`config.mk`:
```
export PLATFORM = sky130hd
export DESIGN_NAME = decimal_count_rle_decoder_unit
export DESIGN_NICKNAME = d
export VERILOG_FILES = /design/src/dcrle_pkg.sv /design/src/dcrle_step.sv /design/src/dcrle_fifo.sv /design/src/decimal_count_rle_decoder_unit.sv
export VERILOG_INCLUDE_DIRS = /design/src /design/src/src
export SDC_FILE = /design/constraint.sdc
export NUM_CORES = 1
export LEC_CHECK = 0
export BUFFER_PORTS_ARGS = -buffer_cell sky130_fd_sc_hd__buf_2
export CORE_UTILIZATION = 61
export DETAILED_ROUTE_END_ITERATION = 8
export PLACE_DENSITY = 0.83
export SLEW_MARGIN = 20
export SYNTH_ARGS = -nofsm -noshare
export SYNTH_HDL_FRONTEND = slang
export SYNTH_SLANG_ARGS = --single-unit
```
`constraint.sdc`:
```
create_clock -name clk -period 7.74 [get_ports clk]
set_input_delay 0 -clock clk [delete_from_list [all_inputs] [get_ports clk]]
set_output_delay 0 -clock clk [all_outputs]
set_load 0.005 [all_outputs]
```
`src/decimal_count_rle_decoder_unit_defines.svh`:
```
// Assertion macros shared by the decoder RTL
`ifndef DECIMAL_COUNT_RLE_DECODER_UNIT_DEFINES_SVH
`define DECIMAL_COUNT_RLE_DECODER_UNIT_DEFINES_SVH

`ifndef SYNTHESIS

// same-cycle implication
`define DCRLE_ASSERT_IMP(lbl, clk, rst_n, ante, cons, msg) \
    lbl: assert property (@(posedge clk) disable iff (!rst_n) (ante) |-> (cons)) \
        else $error(msg);

// next-cycle implication
`define DCRLE_ASSERT_NXT(lbl, clk, rst_n, ante, cons, msg) \
    lbl: assert property (@(posedge clk) disable iff (!rst_n) (ante) |=> (cons)) \
        else $error(msg);

`else

`define DCRLE_ASSERT_IMP(lbl, clk, rst_n, ante, cons, msg)
`define DCRLE_ASSERT_NXT(lbl, clk, rst_n, ante, cons, msg)

`endif

`endif

```
`src/dcrle_pkg.sv`:
```
// Types and constants of the decimal-count run-length decoder
`timescale 1ns / 1ps

package dcrle_pkg;

    localparam int COUNT_BITS = 16;
    localparam int RUN_W      = 16;
    localparam int CNT_W      = (COUNT_BITS > RUN_W) ? RUN_W : COUNT_BITS;
    localparam logic [RUN_W-1:0] CNT_MAX = RUN_W'((33'd1 << CNT_W) - 33'd1);

    localparam logic [7:0] BSLASH    = 8'h5C;
    localparam logic [7:0] ALIAS_RST = 8'hE0;
    localparam logic [7:0] DIGIT_0   = 8'd48;
    localparam logic [7:0] DIGIT_9   = 8'd57;

    typedef struct packed {
        logic [7:0] in_byte;
        logic       stream_end;
    } in_t;

    typedef struct packed {
        logic [7:0]       out_byte;
        logic [RUN_W-1:0] run_length;
        logic             count_saturated;
        logic             last_of_item;
    } out_t;

    typedef struct packed {
        logic             escape_pending;
        logic             counting;
        logic [RUN_W-1:0] run_count;
        logic             overflowed;
    } dec_state_t;

    // results of one input word: up to two
    typedef struct packed {
        logic [1:0] num;
        out_t       r0;
        out_t       r1;
    } step_res_t;

endpackage

```
`src/dcrle_step.sv`:
```
// Per-word decode: next state and up to two result words
`timescale 1ns / 1ps

module dcrle_step (
    input  dcrle_pkg::dec_state_t st,
    input  dcrle_pkg::in_t        item,
    input  logic [7:0]            alias_byte,
    output dcrle_pkg::dec_state_t st_next,
    output dcrle_pkg::step_res_t  res
);
    import dcrle_pkg::*;

    logic             is_dig;
    logic [3:0]       digit;
    logic [7:0]       mapped;
    logic [RUN_W+3:0] acc;

    assign is_dig = (item.in_byte >= DIGIT_0) && (item.in_byte <= DIGIT_9);
    assign digit  = 4'(item.in_byte - DIGIT_0);
    assign mapped = (item.in_byte == alias_byte) ? BSLASH : item.in_byte;
    // count*10 + digit as shift-and-add
    assign acc = {1'b0, st.run_count, 3'b000} + {3'b000, st.run_count, 1'b0}
               + {{RUN_W{1'b0}}, digit};

    always_comb
    begin
        logic normal;
        out_t e;
        normal  = 1'b1;
        st_next = st;
        res     = '0;
        e       = '0;

        if (st.escape_pending)
        begin
            st_next.escape_pending = 1'b0;
            e.run_length = RUN_W'(1);
            if (is_dig)
            begin
                e.out_byte = item.in_byte;
                normal = 1'b0;
            end
            else
            begin
                e.out_byte = BSLASH;
            end
            res.r0  = e;
            res.num = 2'd1;
        end

        if (normal)
        begin
            if (st.counting)
            begin
                if (is_dig)
                begin
                    if (acc > {4'b0000, CNT_MAX})
                    begin
                        st_next.run_count  = CNT_MAX;
                        st_next.overflowed = 1'b1;
                    end
                    else
                    begin
                        st_next.run_count = acc[RUN_W-1:0];
                    end
                end
                else
                begin
                    if (st.run_count != '0)
                    begin
                        e.out_byte        = mapped;
                        e.run_length      = st.run_count;
                        e.count_saturated = st.overflowed;
                        e.last_of_item    = 1'b0;
                        if (res.num == 2'd0)
                            res.r0 = e;
                        else
                            res.r1 = e;
                        res.num = res.num + 2'd1;
                    end
                    st_next.counting   = 1'b0;
                    st_next.run_count  = '0;
                    st_next.overflowed = 1'b0;
                end
            end
            else if (is_dig)
            begin
                st_next.counting = 1'b1;
                if ({{(RUN_W-4){1'b0}}, digit} > CNT_MAX)
                begin
                    st_next.run_count  = CNT_MAX;
                    st_next.overflowed = 1'b1;
                end
                else
                begin
                    st_next.run_count  = {{(RUN_W-4){1'b0}}, digit};
                    st_next.overflowed = 1'b0;
                end
            end
            else if (item.in_byte == BSLASH)
            begin
                st_next.escape_pending = 1'b1;
            end
            else
            begin
                e.out_byte        = mapped;
                e.run_length      = RUN_W'(1);
                e.count_saturated = 1'b0;
                e.last_of_item    = 1'b0;
                if (res.num == 2'd0)
                    res.r0 = e;
                else
                    res.r1 = e;
                res.num = res.num + 2'd1;
            end
        end

        if (item.stream_end)
        begin
            // flush a dangling escape, drop partial count
            if (st_next.escape_pending)
            begin
                e.out_byte        = BSLASH;
                e.run_length      = RUN_W'(1);
                e.count_saturated = 1'b0;
                e.last_of_item    = 1'b0;
                if (res.num == 2'd0)
                    res.r0 = e;
                else
                    res.r1 = e;
                res.num = res.num + 2'd1;
            end
            st_next = '0;
        end

        if (res.num == 2'd1)
            res.r0.last_of_item = 1'b1;
        else if (res.num == 2'd2)
            res.r1.last_of_item = 1'b1;
    end

endmodule

```
`src/dcrle_fifo.sv`:
```
// Four-word result queue, takes up to two words per cycle
`timescale 1ns / 1ps

module dcrle_fifo (
    input  logic               clk,
    input  logic               rst_n,
    input  logic [1:0]         push_num,
    input  dcrle_pkg::out_t    push0,
    input  dcrle_pkg::out_t    push1,
    input  logic               pop,
    output logic               room2,
    output logic               not_empty,
    output dcrle_pkg::out_t    head
);
    import dcrle_pkg::*;

    localparam int DEPTH = 4;
    localparam int PTR_W = $clog2(DEPTH);

    out_t             mem_reg [DEPTH];
    logic [PTR_W-1:0] wr_ptr_reg, wr_ptr_next;
    logic [PTR_W-1:0] rd_ptr_reg, rd_ptr_next;
    logic [PTR_W:0]   count_reg, count_next;
    logic [PTR_W-1:0] wr_ptr_p1;

    assign wr_ptr_p1 = wr_ptr_reg + PTR_W'(1);
    assign room2     = count_reg <= (PTR_W+1)'(DEPTH - 2);
    assign not_empty = count_reg != '0;
    assign head      = mem_reg[rd_ptr_reg];

    always_comb
    begin
        wr_ptr_next = wr_ptr_reg + PTR_W'(push_num);
        rd_ptr_next = pop ? rd_ptr_reg + PTR_W'(1) : rd_ptr_reg;
        count_next  = count_reg + (PTR_W+1)'(push_num) - (PTR_W+1)'(pop);
    end

    always_ff @(posedge clk or negedge rst_n)
    begin
        if (!rst_n)
        begin
            wr_ptr_reg <= '0;
            rd_ptr_reg <= '0;
            count_reg  <= '0;
        end
        else
        begin
            wr_ptr_reg <= wr_ptr_next;
            rd_ptr_reg <= rd_ptr_next;
            count_reg  <= count_next;
        end
    end

    always_ff @(posedge clk)
    begin
        if (push_num != 2'd0)
            mem_reg[wr_ptr_reg] <= push0;
        if (push_num == 2'd2)
            mem_reg[wr_ptr_p1] <= push1;
    end

endmodule

```
`src/decimal_count_rle_decoder_unit.sv`:
```
// Decimal-count run-length decoder, top level
`timescale 1ns / 1ps

// Takes one compressed byte per cycle. A byte is registered on entry, decoded
// in the next cycle against the escape/count state, and its results (none, one
// or two) are written into a four-word output queue, which drives the output.
// Bytes that yield at most one result run at one per cycle while the queue has
// room; a byte that yields two (a failed escape followed by a literal, or by a
// new escape flushed at stream end) puts two words into the queue, which the
// output port then delivers one word per cycle while out_stall is low. Input
// stalls only while the queue holds more than two words. backslash_alias may
// be written only while the decoder is idle.

module decimal_count_rle_decoder_unit (
    input  logic               clk,
    input  logic               rst_n,
    input  logic               in_valid,
    output logic               in_stall,
    input  dcrle_pkg::in_t     in_data,
    output logic               out_valid,
    input  logic               out_stall,
    output dcrle_pkg::out_t    out_data,
    input  logic               cfg_we,
    input  logic [7:0]         cfg_wdata
);
    import dcrle_pkg::*;
    `include "decimal_count_rle_decoder_unit_defines.svh"

    logic       stage_valid_reg;
    in_t        stage_data_reg;
    dec_state_t state_reg, state_next;
    logic [7:0] alias_reg;
    step_res_t  res;
    logic       room2;
    logic       advance;
    logic       in_take;
    logic       out_take;

    assign advance  = stage_valid_reg && room2;
    assign in_stall = stage_valid_reg && !room2;
    assign in_take  = in_valid && !in_stall;
    assign out_take = out_valid && !out_stall;

    dcrle_step u_step (
        .st         (state_reg),
        .item       (stage_data_reg),
        .alias_byte (alias_reg),
        .st_next    (state_next),
        .res        (res)
    );

    dcrle_fifo u_fifo (
        .clk       (clk),
        .rst_n     (rst_n),
        .push_num  (advance ? res.num : 2'd0),
        .push0     (res.r0),
        .push1     (res.r1),
        .pop       (out_take),
        .room2     (room2),
        .not_empty (out_valid),
        .head      (out_data)
    );

    always_ff @(posedge clk or negedge rst_n)
    begin
        if (!rst_n)
        begin
            stage_valid_reg <= 1'b0;
            state_reg       <= '0;
            alias_reg       <= ALIAS_RST;
        end
        else
        begin
            if (in_take)
                stage_valid_reg <= 1'b1;
            else if (advance)
                stage_valid_reg <= 1'b0;
            if (advance)
                state_reg <= state_next;
            if (cfg_we)
                alias_reg <= cfg_wdata;
        end
    end

    always_ff @(posedge clk)
    begin
        if (in_take)
            stage_data_reg <= in_data;
    end

    `DCRLE_ASSERT_IMP(a_stall_needs_backlog, clk, rst_n, in_stall, out_valid, "stall with empty queue")
    `DCRLE_ASSERT_IMP(a_escape_not_counting, clk, rst_n, state_reg.escape_pending, !state_reg.counting, "escape during count")
    `DCRLE_ASSERT_IMP(a_idle_count_clear, clk, rst_n, !state_reg.counting, (state_reg.run_count == '0) && !state_reg.overflowed, "count state left over")
    `DCRLE_ASSERT_NXT(a_end_clears_state, clk, rst_n, advance && stage_data_reg.stream_end, state_reg == '0, "state not cleared at stream end")

endmodule
```
-- Yosys cells after proc, flatten, opt, wreduce, memory -nomap -nowiden
Memory sizes are Yosys's and may differ from the RTL's.
Cells that the tools add are included.
- register bits: 44
- bits in writable memories: 104
- input bits: 22
- output and inout bits: 28
- logic and storage cells: 91
- memories kept: 1
- add/sub/neg operators: 10
- $lt $le $gt $ge: 4
- eq/ne operators: 6
- mux-type cells: 40
- reductions and logical operators: 19
- memories (memory ; words ; width ; read ports ; clocked after memory_dff ; write ports ; RTL line ; text):
    u_fifo.mem_reg ; 4 ; 26 ; 1 ; 0 ; 2 ; dcrle_fifo.sv:20 ; out_t mem_reg [DEPTH];
- operators with widths (operator ; count):
    54-bit 2-to-1 mux ; 8
    26-bit 2-to-1 mux ; 6
    19-bit 2-to-1 mux ; 2
    18-bit 2-to-1 mux ; 2
    27-bit 2-to-1 mux ; 1
    19-bit by 17-bit adder with 20-bit output ; 1
    20-bit by 4-bit adder with 20-bit output ; 1
    20-bit by 16-bit greater-than comparator with 1-bit output, second input constant ; 1
    17-bit 2-to-1 mux ; 1
    1-bit 2-to-1 mux ; 16
    16-bit 2-to-1 mux ; 1
    8-bit 2-to-1 mux ; 2
    16-bit nonzero test ; 1
    8-bit by 7-bit == test with 1-bit output, second input constant ; 1
    8-bit == test ; 1
    8-bit by 6-bit greater-or-equal comparator with 1-bit output, second input constant ; 1
    8-bit by 6-bit less-or-equal comparator with 1-bit output, second input constant ; 1
    2-bit by 1-bit adder with 2-bit output, second input constant ; 3
    2-bit nonzero test ; 3
    3-bit nonzero test ; 2
    1-bit logical AND ; 5
    2-bit == test, second input constant ; 2
    2-bit logical NOT ; 2
    4-bit inequality test, second input constant ; 1
    other kinds (12) ; 14

-- Longest topological paths before layout
Gate-level depths: netlist of the first run.
- depth in word-level cells: 18
- depth in mapped cells: 17

-- Cells and area by module
A second synthesis of the first run with hierarchy kept.
- cells, all modules: 714
- area, all modules: 9191.3 sq um
- by module, submodules not included (module ; times used ; cells an instance ; area an instance (sq um)):
    dcrle_fifo ; 1 ; 292 ; 5457.7
    dcrle_step ; 1 ; 348 ; 2336.0
    decimal_count_rle_decoder_unit ; 1 ; 74 ; 1397.6

-- Least setup slack after synthesis of the first run
No wires, ideal clock.
- path type: reg2reg
- start: register stage_data_reg[1] in the netlist's numbering
- end: memory u_fifo.mem_reg[1][0] in the netlist's numbering (enable)
- library setup time: 0.409 ns
- arrival: 4.064 ns
- path slack: 3.267 ns
- cell stages (with the launch flop): 14
- period minus slack after synthesis: 4.473 ns
- cell sequence: edfxtp_1 -> or4b_2 -> nor2_1 -> ha_1 -> mux2_2 -> o21ai_1 -> and2_0 -> clkbuf_1 -> ha_1 -> nand4_1 -> a21o_1 -> a211oi_1 -> a21oi_1 -> nor2_1
- RTL lines (what ; RTL line ; text):
    start, declared ; decimal_count_rle_decoder_unit.sv:30 ; in_t stage_data_reg;
    start signal, assigned ; decimal_count_rle_decoder_unit.sv:88 ; stage_data_reg <= in_data;
    end, declared ; dcrle_fifo.sv:20 ;

==> summary.md, run 1 <==
| Metric | Value |
|---|---|
| Num CTS Buffers | 17 |
| Most used flip-flop cell after synthesis | sky130_fd_sc_hd__edfxtp_1 |
| Largest fanout of any net on the critical path | 28 |
| Worst rel slew slack | between 20 and 30% |
| IO Pins | 50 |
| Routed len/inst | 19.62 um |
| Ys Warns | 0 |
| Power density over the cells | ~300 mW/mm^2 |
| Number of max-capacitance violations reported | 0 |
| Maximum root-to-sink buffer count | 2 |
| Maximum clock frequency | about 190 MHz |
| Remaining global-route overflow | 0 |
| Count of H-tree levels built during CTS | 4 |
| Number of cells produced by synthesis | 672 |
| Flip-flop count of the largest register, all copies and words added | between 100 and 150 |
| Final weighted congestion in routability-driven placement | 0.8776 |
| Maximum number of pins on one net before global-route repair | 36 |
| Measured slew at the worst slew-check pin | 1.051 ns |
| Number of vias per cell | 6.300 |
| Sum of net half-perimeters after detailed placement | 11,530 um |
| Worst slack on hold paths | around 0.21 ns |
| End of the critical path | u_fifo.mem_reg[0][19] |
| Total GRT Usage | 27.89% |
| Wire length reported by the detailed router | roughly 18,000 um |
| Maximum vdd drop | approximately 0.17 mV |
| Clock transition at the registers of the reported paths | around 0.070 ns |
| Setup crit end kind | flip-flop |
| Number of cells after detailed placement | 862 |
| Die ar. | roughly 0.014 mm^2 |
| Final hold viol count | 0 |
| Number of vias after detailed routing | 5,809 |
| Post-CTS setup-driven buffer insertion count | 0 |
| Origin of the critical flop-to-flop path | state_reg[18] |
| Chip Height | roughly 120 um |
| I/O Buffers | ~50 |
| Endpoint of the worst register-to-register path | u_fifo.mem_reg[0][19] |
| Net count after synthesis | 736 |
| Post-CTS resize count | 0 |
| First-pass iteration count of the detailed router | 8 |
| Layout overhead on the synthesized area | 15.10% |
| Post-route insts no fill | 922 |
| Share of final-layout standard cells stronger than drive strength 1 | 20.27% |
| Worst Skew | 0.01163 ns |
| Startpoint kind of the worst setup timing path | flip-flop |
| Insertion delay of the later-clocked pin in the worst-skew pair | 0.43 ns |
| Data arrival time of the worst path | 5.45 ns |
| Clock tree from TritonCTS | built |
| Startpoint of the worst setup timing path | state_reg[18] |
| Mean Syn Cell Area | 12.12 um^2 |
| Master cell of the clock root buffer | sky130_fd_sc_hd__clkbuf_16 |
| Number of enable-type register cells in the synthesized netlist | 113 |
| Drt first-iter violations | around 550 |
| Pins over their slew limit | 0 |
| Initial Util | 63.49% |
| # nets final | 801 |
| Required time at the endpoint of the critical path | 7.93 ns |
| Antenna cell count | 0 |
| Initial antenna violation count | 0 |
| Row cnt | between 40 and 50 |
| RSZ-0062 raised after global routing | false |
| Outcome | finished clean |
| DIE WIDTH | 117.5 um |
| Shortest period the worst path allows | 5.261 ns |
| Final setup fails | 0 |
| Share of synthesized area occupied by flip-flops and latches | 52.47% |
| Static leakage | 0.003844 uW |
| Reg-to-reg slack, setup | 2.48 ns |
| Total negative setup slack | 0 ns |
| Post-synth ARST share | 23.65% |
| Drc violations | 0 |
| Mapped cell area | 0.008143 mm^2 |
| First-pass GRT wire length | 29,480 um |
| Number of sinks on the clock net | between 100 and 150 |
| Cell count of the worst reg-to-reg path | 12 |
| Seq cells post-synth | 148 |
| Type of the worst setup path | reg -> reg |
| Crit share post-route | 67.97% |
| CTS hold repair buffers | 28 |
| Vias in the first global route | 5,771 |
| Area of the placeable core | 0.01282 mm^2 |
| Remaining number of nets flagged by the antenna check after routing | 0 |
| Hold crit path type | in -> async |
| Number of distinct library cells after synthesis | 72 |
[kinds of logic after synthesis]
| kind of cell | synth area share, % |
|---|---|
| flip-flops | 52.47 |
| multiplexers | 10.54 |
| AND/OR/NAND/NOR | 12.71 |
| AO/OA/AOI/OAI | 11.25 |
| XOR/XNOR | 3.503 |
| adder cells (fa/ha/maj) | 6.869 |
| buffers and inverters | 2.658 |
[metrics by stage]
stage                     worst slack [ns]  cell area [um^2]  total power, uW  util (%)
after floorplan                      3.267              8143             1689         -
after global placement               2.877              8487             1911     66.18
after global routing                 2.238              9373             2931     73.08
after detailed placement             2.638              8488             1941     66.19
final                                2.479              9373             2797     73.08
after CTS                            2.621              9373             2801     73.08
[worst min path at each step]
stage,from,endpoint,cells after the start
4_1_cts,rst_n,u_fifo.rd_ptr_reg[1],2
5_1_grt,in_data[3],stage_data_reg[3],2
3_5_place_dp,rst_n,u_fifo.rd_ptr_reg[1],1
2_1_floorplan,rst_n,alias_reg[0],0
3_3_place_gp,rst_n,u_fifo.rd_ptr_reg[1],1
6_report,rst_n,u_fifo.rd_ptr_reg[1],2
[cells in the final DEF, fill, tap and decap left out, types with 6 or more instances in the layout]
cell type                       Yosys  final
sky130_fd_sc_hd__a21o_1             7      7
sky130_fd_sc_hd__nand2b_1           9      9
sky130_fd_sc_hd__and2_1            13     13
sky130_fd_sc_hd__inv_1             15     15
sky130_fd_sc_hd__o21ai_0           22     21
sky130_fd_sc_hd__mux2_2            18     18
sky130_fd_sc_hd__nand3_1           12     12
sky130_fd_sc_hd__nor2_1            96     94
sky130_fd_sc_hd__dlygate4sd3_1      0     28
sky130_fd_sc_hd__clkbuf_16          0     17
sky130_fd_sc_hd__xnor2_1           23     23
sky130_fd_sc_hd__nor4_1             6      6
sky130_fd_sc_hd__a221o_1           11     11
sky130_fd_sc_hd__a211o_1            6      6
sky130_fd_sc_hd__dfrtp_1           32     30
sky130_fd_sc_hd__nor3_1             9      9
sky130_fd_sc_hd__edfxtp_1         113    113
sky130_fd_sc_hd__nand2_1           39     39
sky130_fd_sc_hd__mux2i_1            7      7
sky130_fd_sc_hd__ha_1              39     39
sky130_fd_sc_hd__mux4_2            26     26
sky130_fd_sc_hd__buf_2             11     49
sky130_fd_sc_hd__a21oi_1           41     41
[worst max-delay path, cell delays in order (launching register included)]
cell and delay, ns:
sky130_fd_sc_hd__dfrtp_1 1.03, sky130_fd_sc_hd__clkinv_1 0.52, sky130_fd_sc_hd__ha_1 0.42, sky130_fd_sc_hd__mux2_2 0.26, sky130_fd_sc_hd__o21ai_1 0.16, sky130_fd_sc_hd__and2_0 0.30
sky130_fd_sc_hd__ha_1 0.18, sky130_fd_sc_hd__nand4_1 0.10, sky130_fd_sc_hd__a21o_1 0.26, sky130_fd_sc_hd__a211o_1 0.49, sky130_fd_sc_hd__xnor2_2 0.85, sky130_fd_sc_hd__o21ai_0 0.22
sky130_fd_sc_hd__and2_1 0.22
[report_power, final]
| group | switching [uW] | leakage (uW) | total (uW) | internal, uW |
|---|---|---|---|---|
| registers | 156 | 0.00149 | 1180 | 1020 |
| logic | 380 | 0.00207 | 771 | 391 |
| clock network | 334 | 0.000283 | 846 | 512 |
[cell type report]
cell class,count,area (um^2)
Sequential cell,148,4275
Timing Repair Buffer,81,555.5
Tap cell,172,215.2
Fill cell,823,3452
Clock buffer,19,432.9
Inverter,17,63.81
Multi-Input combinational cell,472,3659
Clock inverter,13,171.4
[cells in the mapped netlist (all sizes together), types with 3 or more instances]
| library cell | count | area (um^2) |
|---|---|---|
| dfstp | 3 | 78.83 |
| fa | 3 | 60.06 |
| clkbuf | 20 | 75.07 |
| o21ai | 24 | 120.1 |
| nor4 | 6 | 37.54 |
| nor2 | 96 | 360.4 |
| and2 | 15 | 93.84 |
| a221o | 11 | 110.1 |
| dfrtp | 32 | 800.8 |
| a21oi | 41 | 205.2 |
| o211ai | 3 | 22.52 |
| o211a | 3 | 30.03 |
| o21a | 5 | 37.54 |
| nand4 | 6 | 43.79 |
| a22oi | 4 | 30.03 |
| mux2i | 7 | 70.07 |
| nand3 | 12 | 60.06 |
| or2 | 3 | 18.77 |
| nand2b | 9 | 56.30 |
| buf | 15 | 77.57 |
| a31oi | 3 | 18.77 |
| xor2 | 4 | 35.03 |
| mux4 | 26 | 585.6 |
| nand2 | 39 | 146.4 |
| edfxtp | 113 | 3393 |
| nor2b | 5 | 31.28 |
| inv | 16 | 60.05 |
| mux2 | 18 | 202.7 |
| xnor2 | 26 | 250.2 |
| ha | 39 | 488.0 |
| and3 | 3 | 18.77 |
| a21o | 7 | 52.55 |
| nor3 | 9 | 45.04 |
| a211o | 6 | 52.55 |
[per-layer routing]
| metal | vias to the layer above | track usage (%) | routed length [um] |
|---|---|---|---|
| met4 | 0 | 11.30 | 312 |
| met2 | 293 | 44.90 | 8895 |
| li1 | 2667 | - | - |
| met5 | - | 0 | 0 |
| met3 | 32 | 6.444 | 1244 |
| met1 | 2817 | 36.82 | 7640 |
Note: power is estimated with default switching activity, not from simulation.
==> run 2: changes to the inputs <==
Clock period 7.74 ns to 5.4 ns, I/O delays scaled along.
==> run 2 against run 1 <==
Setup slack worse by 1.8 ns; critical path type unchanged; register-to-register slack lost 1.8 ns; combinational power increased by 44%; clock-buffer cell count fell by 1; largest cell class unchanged; clock skew down 0.0018 ns; sequential share of layout area is 0.085 points lower; non-clock buffer count increased by 3; cell area up 0.19%; worst hold slack worse by 0.028 ns; power up 43%; critical endpoint is now u_fifo.mem_reg[3][7]; final cell count increased by 0.33%.
==> summary.md, run 2 (synthesis gave the netlist of run 1 again) <==
| Metric | Value |
|---|---|
| Outcome | finished clean |
| Final hold viol count | 0 (unchanged) |
| Drt first-iter violations | 572 (+3.2%) |
| Setup Slack @ Placement | 0.7740 ns (-1.864 ns) |
| Cells along the critical path | or4b_2 > nor2_1 > ha_1 > mux2_2 > o21ai_1 > and2_0 > ha_1 > nand4_1 > a21o_1 > a2111o_1 > xnor2_2 > nor2_1 |
| Row cnt | 41 (unchanged) |
| Antenna cell count | 0 (unchanged) |
| Wire length reported by the detailed router | 17,690 um (-2.2%) |
| Sum of net half-perimeters after detailed placement | 11,710 um (+1.5%) |
| Count of H-tree levels built during CTS | 4 (unchanged) |
| Pins over their slew limit | 0 (unchanged) |
| Power density over the cells | 424.4 mW/mm^2 (+42%) |
| DIE WIDTH | 117.5 um (unchanged) |
| Share of final-layout standard cells stronger than drive strength 1 | 20.72% (+0.45 points) |
| Post-CTS setup-driven buffer insertion count | 0 (unchanged) |
| Required time at the endpoint of the critical path | 5.54 ns (-2.39 ns) |
| Remaining global-route overflow | 0 (unchanged) |
| Measured slew at the worst slew-check pin | 0.9553 ns (-0.09521 ns) |
| Shortest period the worst path allows | 4.752 ns (-0.5091 ns) |
| Vias in the first global route | 5,651 (-2.1%) |
| Maximum number of pins on one net before global-route repair | 36 (unchanged) |
| Die ar. | 0.01381 mm^2 (unchanged) |
| Final weighted congestion in routability-driven placement | 0.9063 (+3.3%) |
| Layout overhead on the synthesized area | 15.32% |
| Maximum root-to-sink buffer count | 2 (unchanged) |
| Number of sinks on the clock net | 148 (unchanged) |
| Worst slack on hold paths | 0.1860 ns (-0.02834 ns) |
| Maximum clock frequency | 210.4 MHz (+11%) |
| Num CTS Buffers | 17 (unchanged) |
| I/O Buffers | 49 (unchanged) |
| Final setup fails | 0 (unchanged) |
| Clock transition at the registers of the reported paths | 0.06 ns (about the same) |
| Drc violations | 0 (unchanged) |
| Initial Util | 63.49% (unchanged) |
| # nets final | 804 (+0.37%) |
| Commonest cells after routing, fill and taps aside | sky130_fd_sc_hd__edfxtp_1, sky130_fd_sc_hd__nor2_1, sky130_fd_sc_hd__buf_2 |
| Master cell of the clock root buffer | sky130_fd_sc_hd__clkbuf_16 |
| Total negative setup slack | 0 ns (unchanged) |
| Clock tree from TritonCTS | built |
| Routed len/inst | 19.13 um (-2.5%) |
| Maximum vdd drop | 0.2200 mV (+26%) |
| Hold crit path type | in -> async |
| First-pass iteration count of the detailed router | 5 (-3) |
| Number of vias per cell | 6.250 (-0.80%) |
| First-pass GRT wire length | 28,610 um (-2.9%) |
| Largest fanout of any net on the critical path | 16 (-43%) |
| Cell at the slowest stage of the critical path | sky130_fd_sc_hd__xnor2_2 |
| Flip-flop count of the largest register, all copies and words added | 104 (unchanged) |
| Worst Skew | 0.009784 ns (-0.001849 ns) |
| Worst rel slew slack | 36.31% (+6.3 points) |
| Post-CTS resize count | 0 (unchanged) |
| Insertion delay of the later-clocked pin in the worst-skew pair | 0.43 ns (about the same) |
| IO Pins | 50 (unchanged) |
| Leading cell type in the layout, fill and taps excluded | sky130_fd_sc_hd__edfxtp_1 |
| Total GRT Usage | 26.95% (-0.94 points) |
| Biggest cell delay along the critical path | 0.80 ns (-0.23 ns) |
| Data arrival time of the worst path | 4.89 ns (-0.56 ns) |
| Type of the worst setup path | reg -> reg |
| Chip Height | 117.5 um (unchanged) |
| Static leakage | 0.003870 uW (+0.69%) |
| Delay-heaviest family, CP | simple AND/OR/NAND/NOR gates |
| Area of the placeable core | 0.01282 mm^2 (unchanged) |
| RSZ-0062 raised after global routing | false |
| Remaining number of nets flagged by the antenna check after routing | 0 (unchanged) |
| Total non-filler cell area in the finished layout | 0.009390 mm^2 (+0.19%) |
| Count of buffering cells on the critical path with inverters included | 0 (-1) |
| Crit share post-route | 88.00% (+20 points) |
| Worst setup margin | 0.6480 ns (-1.831 ns) |
| Power, Total | 3986 uW (+43%) |
| Setup crit end kind | flip-flop |
| Initial antenna violation count | 0 (unchanged) |
| Post-Place Cell Area | 0.008511 mm^2 (+0.27%) |
| Startpoint kind of the worst setup timing path | flip-flop |
| Number of vias after detailed routing | 5,781 (-0.48%) |
| Number of max-capacitance violations reported | 0 (unchanged) |
## run 2: routing by layer
metal  track usage, %  routed length [um]  up-vias
met1            36.40                7467     2813
met5                0                   0        -
met4            11.54                 356        0
met3            4.942                1238       32
met2            43.16                8630      270
li1                 -                   -     2666
## run 2: repair_timing
item | CTS | global route
hold buffers | 28 | 0
endpoints found under the setup margin | 0 | 0
hold endpoints to repair | 52 | 0
## run 2: worst paths after layout
path                                startpoint              endpoint  slack, ns  depth (start not counted)
max                          stage_data_reg[1]  u_fifo.mem_reg[3][7]       0.65                         12
min                                      rst_n  u_fifo.rd_ptr_reg[0]       0.19                          2
max reg2reg                  stage_data_reg[1]  u_fifo.mem_reg[3][7]       0.65                         12
min reg2reg                u_fifo.count_reg[2]   u_fifo.count_reg[2]       0.52                          1
max in group asynchronous                rst_n  u_fifo.rd_ptr_reg[1]       4.68                          2
min in group clk                    in_data[3]     stage_data_reg[3]       0.29                          2
## run 2: power by group
group,switching [uW],total (uW),internal [uW],leakage [uW]
combinational,546,1110,562,0.00209
sequential,223,1690,1470,0.00149
clock,490,1190,697,0.000293
total,1260,3990,2730,0.00387
## run 2: area by class of cell
class,count,area (um^2)
Tap cell,172,215.2
Fill cell,843,3435
Inverter,17,63.81
Sequential cell,148,4275
Multi-Input combinational cell,472,3659
Timing Repair Buffer,84,578.1
Clock inverter,14,170.2
Clock buffer,18,429.2
## run 2: per-stage QoR
| stage | utilization (%) | cells |
|---|---|---|
| 6_report | 73.22 | 925 |
| 5_1_grt | 73.22 | 925 |
| 4_1_cts | 73.22 | 925 |
| 3_5_place_dp | 66.36 | 865 |
| 3_3_place_gp | 66.35 | 865 |
| 2_1_floorplan | - | 672 |
## run 2: worst reg2reg max path, cell delays in order (launching register included)
cell and delay, ns:
sky130_fd_sc_hd__edfxtp_1 0.52, sky130_fd_sc_hd__or4b_2 0.72, sky130_fd_sc_hd__nor2_1 0.17, sky130_fd_sc_hd__ha_1 0.25
sky130_fd_sc_hd__mux2_2 0.26, sky130_fd_sc_hd__o21ai_1 0.15, sky130_fd_sc_hd__and2_0 0.29, sky130_fd_sc_hd__ha_1 0.18
sky130_fd_sc_hd__nand4_1 0.11, sky130_fd_sc_hd__a21o_1 0.27, sky130_fd_sc_hd__a2111o_1 0.63, sky130_fd_sc_hd__xnor2_2 0.81
sky130_fd_sc_hd__nor2_1 0.11
==> run 3: changes to the inputs <==
Settings changed: SYNTH_HIERARCHICAL set to 1.
==> run 3 against run 2 <==
The flow now finishes with violations (DRC); critical path depth is 1 higher; register-to-register slack better by 0.57 ns; clock-buffer cell count rose by 2; first-iteration DRC count up 1.6%; flip-flop and latch count unchanged; highest routed layer unchanged.
==> summary.md, run 3 <==
| Metric | Value |
|---|---|
| Biggest cell delay along the critical path | 0.46 ns (-0.34 ns) |
| Data arrival time of the worst path | 4.27 ns (-0.62 ns) |
| Sw power | 1276 uW (+1.3%) |
| Die ar. | 0.01556 mm^2 (+13%) |
| Setup Slack @ Placement | 1.307 ns (+0.5331 ns) |
| Clock transition at the registers of the reported paths | 0.06 ns (about the same) |
| Post-synthesis share of cell area spent on xor and xnor gates | 2.382% (-1.1 points) |
| Required time at the endpoint of the critical path | 5.48 ns (-0.06 ns) |
| Combinational fraction of design power | 29.2% (+1.4 points) |
| Maximum vdd drop | 0.2315 mV (+5.2%) |
| Number of vias per cell | 6.398 (+2.4%) |
| Number of cells after detailed placement | 920 (+6.4%) |
| Number of vias after detailed routing | 6,270 (+8.5%) |
| Cell at the slowest stage of the critical path | sky130_fd_sc_hd__dfrtp_1 |
| Static leakage | 0.004080 uW (+5.4%) |
| Largest family of logic cells by synthesized area | multiplexers |
| Fraction of synthesized area in multiplexers | 23.39% (+13 points) |
| Type of the worst setup path | reg -> reg |
| # nets final | 847 (+5.3%) |
| Commonest cells after routing, fill and taps aside | sky130_fd_sc_hd__edfxtp_1, sky130_fd_sc_hd__mux2_2, sky130_fd_sc_hd__buf_2 |
| Share of final-layout standard cells stronger than drive strength 1 | 32.41% (+12 points) |
| First-pass iteration count of the detailed router | 7 (+2) |
| Worst Skew | 0.01013 ns (+0.0003429 ns) |
| Total negative setup slack | 0 ns (unchanged) |
| Sequential group share of total power | 43.2% (+0.8 points) |
| Share of synthesized area occupied by flip-flops and latches | 46.49% (-6.0 points) |
| Cells taking the most area after synthesis | sky130_fd_sc_hd__edfxtp_1, sky130_fd_sc_hd__mux2_2, sky130_fd_sc_hd__dfrtp_1 |
| Power density over the cells | 388.1 mW/mm^2 (-8.6%) |
| Wire length reported by the detailed router | 20,730 um (+17%) |
| Internal Pwr Total | 2766 uW (+1.5%) |
| Crit share post-route | 77.53% (-10 points) |
| Net count after synthesis | 778 (+5.7%) |
| IO Pins | 50 (unchanged) |
| Initial Util | 62.76% (-0.73 points) |
| Post-Route Utilization | 71.12% (-2.1 points) |
| Setup crit end kind | flip-flop |
| Number of cells produced by synthesis | 714 (+6.3%) |
| Violated checks | DRC |
| Count of H-tree levels built during CTS | 4 (unchanged) |
| Synth Area in Compound Gates | 9.080% (-2.2 points) |
| Simple-gate share of the synthesized area | 9.638% (-3.1 points) |
| Adder and majority gate portion of the synthesized area | 5.962% (-0.91 points) |
| Remaining number of nets flagged by the antenna check after routing | 0 (unchanged) |
| Mean Syn Cell Area | 12.87 um^2 (+6.2%) |
| Top cell type's share of synthesized area | 36.92% (-4.8 points) |
| First-pass GRT wire length | 33,400 um (+17%) |
| Cell with the most instances after synthesis | sky130_fd_sc_hd__edfxtp_1 |
| Number of sinks on the clock net | 148 (unchanged) |
| Row cnt | 44 (+7.3%) |
| Maximum number of pins on one net before global-route repair | 36 (unchanged) |
| Number of max-capacitance violations reported | 0 (unchanged) |
| Switching part of the total power | 31.57% (about the same) |
| I/O Buffers | 49 (unchanged) |
| Cells along the critical path | nor4_1 > nand4_1 > ha_1 > mux2i_1 > a21oi_1 > inv_1 > ha_1 > mux2_2 > and3_2 > nor4bb_4 > buf_4 > a21o_1 > buf_4 |
| Most used flip-flop cell after synthesis | sky130_fd_sc_hd__edfxtp_1 |
| Sum of net half-perimeters after detailed placement | 13,560 um (+16%) |
| Vias in the first global route | 6,493 (+15%) |
| Mapped cell area | 0.009191 mm^2 (+13%) |
| Clock tree from TritonCTS | built |
| Origin of the critical flop-to-flop path | state_reg[16] |
| Measured slew at the worst slew-check pin | 0.9763 ns (+0.02092 ns) |
| Seq cells post-synth | 148 (unchanged) |
| Pins over their slew limit | 0 (unchanged) |
| Cell type contributing the most total cell area after synthesis | sky130_fd_sc_hd__edfxtp_1 |
| Number of enable-type register cells in the synthesized netlist | 113 (unchanged) |
| Hold crit path type | in -> async |
| Worst setup margin | 1.214 ns (+0.5655 ns) |
| Area of the placeable core | 0.01464 mm^2 (+14%) |
| Post-synth ARST share | 23.65% (unchanged) |
| Insertion delay of the later-clocked pin in the worst-skew pair | 0.43 ns (about the same) |
| RSZ-0062 raised after global routing | false |
| Post-CTS setup-driven buffer insertion count | 0 (unchanged) |
| CTS hold repair buffers | 28 (unchanged) |
| Leading cell type in the layout, fill and taps excluded | sky130_fd_sc_hd__edfxtp_1 |
| Num CTS Buffers | 17 (unchanged) |
| Layout overhead on the synthesized area | 13.31% |
| Final weighted congestion in routability-driven placement | 0.9158 (+1.0%) |
| Largest fanout of any net on the critical path | 27 (+11) |
| Maximum root-to-sink buffer count | 2 (unchanged) |
| Cell count of the worst reg-to-reg path | 13 (+1) |
| Remaining global-route overflow | 0 (unchanged) |
| Drt first-iter violations | 581 (+1.6%) |
| Antenna cell count | 0 (unchanged) |
| Final hold viol count | 0 (unchanged) |
| Routed len/inst | 21.15 um (+11%) |
| Total GRT Usage | 27.86% (+0.92 points) |
| Clock power share | 27.6% (-2.2 points) |
| Outcome | finished with violations |
| Flip-flop count of the largest register, all copies and words added | 104 (unchanged) |
| DIE WIDTH | 124.8 um (+6.1%) |
| Endpoint of the worst register-to-register path | u_fifo/mem_reg[2][22] |
| Worst rel slew slack | 34.68% (-1.6 points) |
| Initial antenna violation count | 0 (unchanged) |
| List of most frequent post-synthesis cells | sky130_fd_sc_hd__edfxtp_1, sky130_fd_sc_hd__mux2_2, sky130_fd_sc_hd__ha_1, sky130_fd_sc_hd__and2_1, sky130_fd_sc_hd__nor2_1 |
| Shortest period the worst path allows | 4.186 ns (-0.5655 ns) |
| Reg-to-reg slack, setup | 1.21 ns (+0.57 ns) |
| Chip Height | 124.8 um (+6.1%) |
| Maximum clock frequency | 238.9 MHz (+14%) |
| Startpoint kind of the worst setup timing path | flip-flop |
| Post-route insts no fill | 980 (+5.9%) |
| Master cell of the clock root buffer | sky130_fd_sc_hd__clkbuf_16 |
| Ys Warns | 6 (+6) |
| Number of distinct library cells after synthesis | 71 (-1.4%) |
| Post-CTS resize count | 0 (unchanged) |
| Drc violations | 6 (+6) |
| Final setup fails | 0 (unchanged) |
-- run 3: final cells by class --
type / instances / area (um^2)
Multi-Input combinational cell: 512 / 4686
Fill cell: 975 / 4229
Clock inverter: 12 / 106.4
Tap cell: 184 / 230.2
Timing Repair Buffer: 86 / 593.1
Clock buffer: 20 / 456.7
Inverter: 18 / 67.56
Sequential cell: 148 / 4275
-- run 3: power by group through the flow --
stage | registers, uW | clock network (uW) | logic (uW)
after floorplan | 1590 | 0 | 941
after global placement | 1760 | 0 | 1120
after detailed placement | 1780 | 0 | 1150
after CTS | 1750 | 1120 | 1180
after global routing | 1780 | 1180 | 1260
final | 1750 | 1120 | 1180
-- run 3: per-layer routing --
metal | vias up | routed length, um | track usage [%]
met2 | 259 | 10330 | 47.69
li1 | 2879 | - | -
met3 | 26 | 1221 | 4.983
met1 | 3106 | 8907 | 36.28
met5 | - | 0 | 0
met4 | 0 | 270 | 8.206
-- run 3: worst max-delay path by stage --
stage	from	end	slack (ns)	cells past startpoint
2_1_floorplan	state_reg[18]	u_fifo/mem_reg[0][0]	0.67	12
3_3_place_gp	state_reg[16]	u_fifo/mem_reg[2][9]	1.41	13
3_5_place_dp	state_reg[16]	u_fifo/mem_reg[2][9]	1.31	13
4_1_cts	state_reg[16]	u_fifo/mem_reg[2][15]	1.28	13
5_1_grt	state_reg[16]	u_fifo/mem_reg[2][8]	1.07	13
6_report	state_reg[16]	u_fifo/mem_reg[2][22]	1.21	13
-- run 3: cells by family after synthesis --
family	count (synthesis)
DFF	148
adders and majority gates	42
AOI/OAI and AO/OA	125
muxes	162
buffers and inverters	54
xor gates and xnor gates	25
and+or+nand+nor	158
-- run 3: metrics by stage --
stage	hold WS, ns	area, um^2	total power [uW]
global placement	0.1386	9570	2874
global route	0.2760	10420	4224
CTS	0.2450	10420	4056
detailed placement	0.1433	9572	2922
finish	0.2185	10420	4042
floorplan	-0.2956	9191	2528
-- run 3: worst max-delay path: cells and delay by family (launching register included) --
family,cells,cell delay (ns)
muxes,2,0.21
AOI/OAI and AO/OA,2,0.38
DFF,1,0.46
adders and majority gates,2,0.63
buffers and inverters,3,0.84
and+or+nand+nor,4,1.30
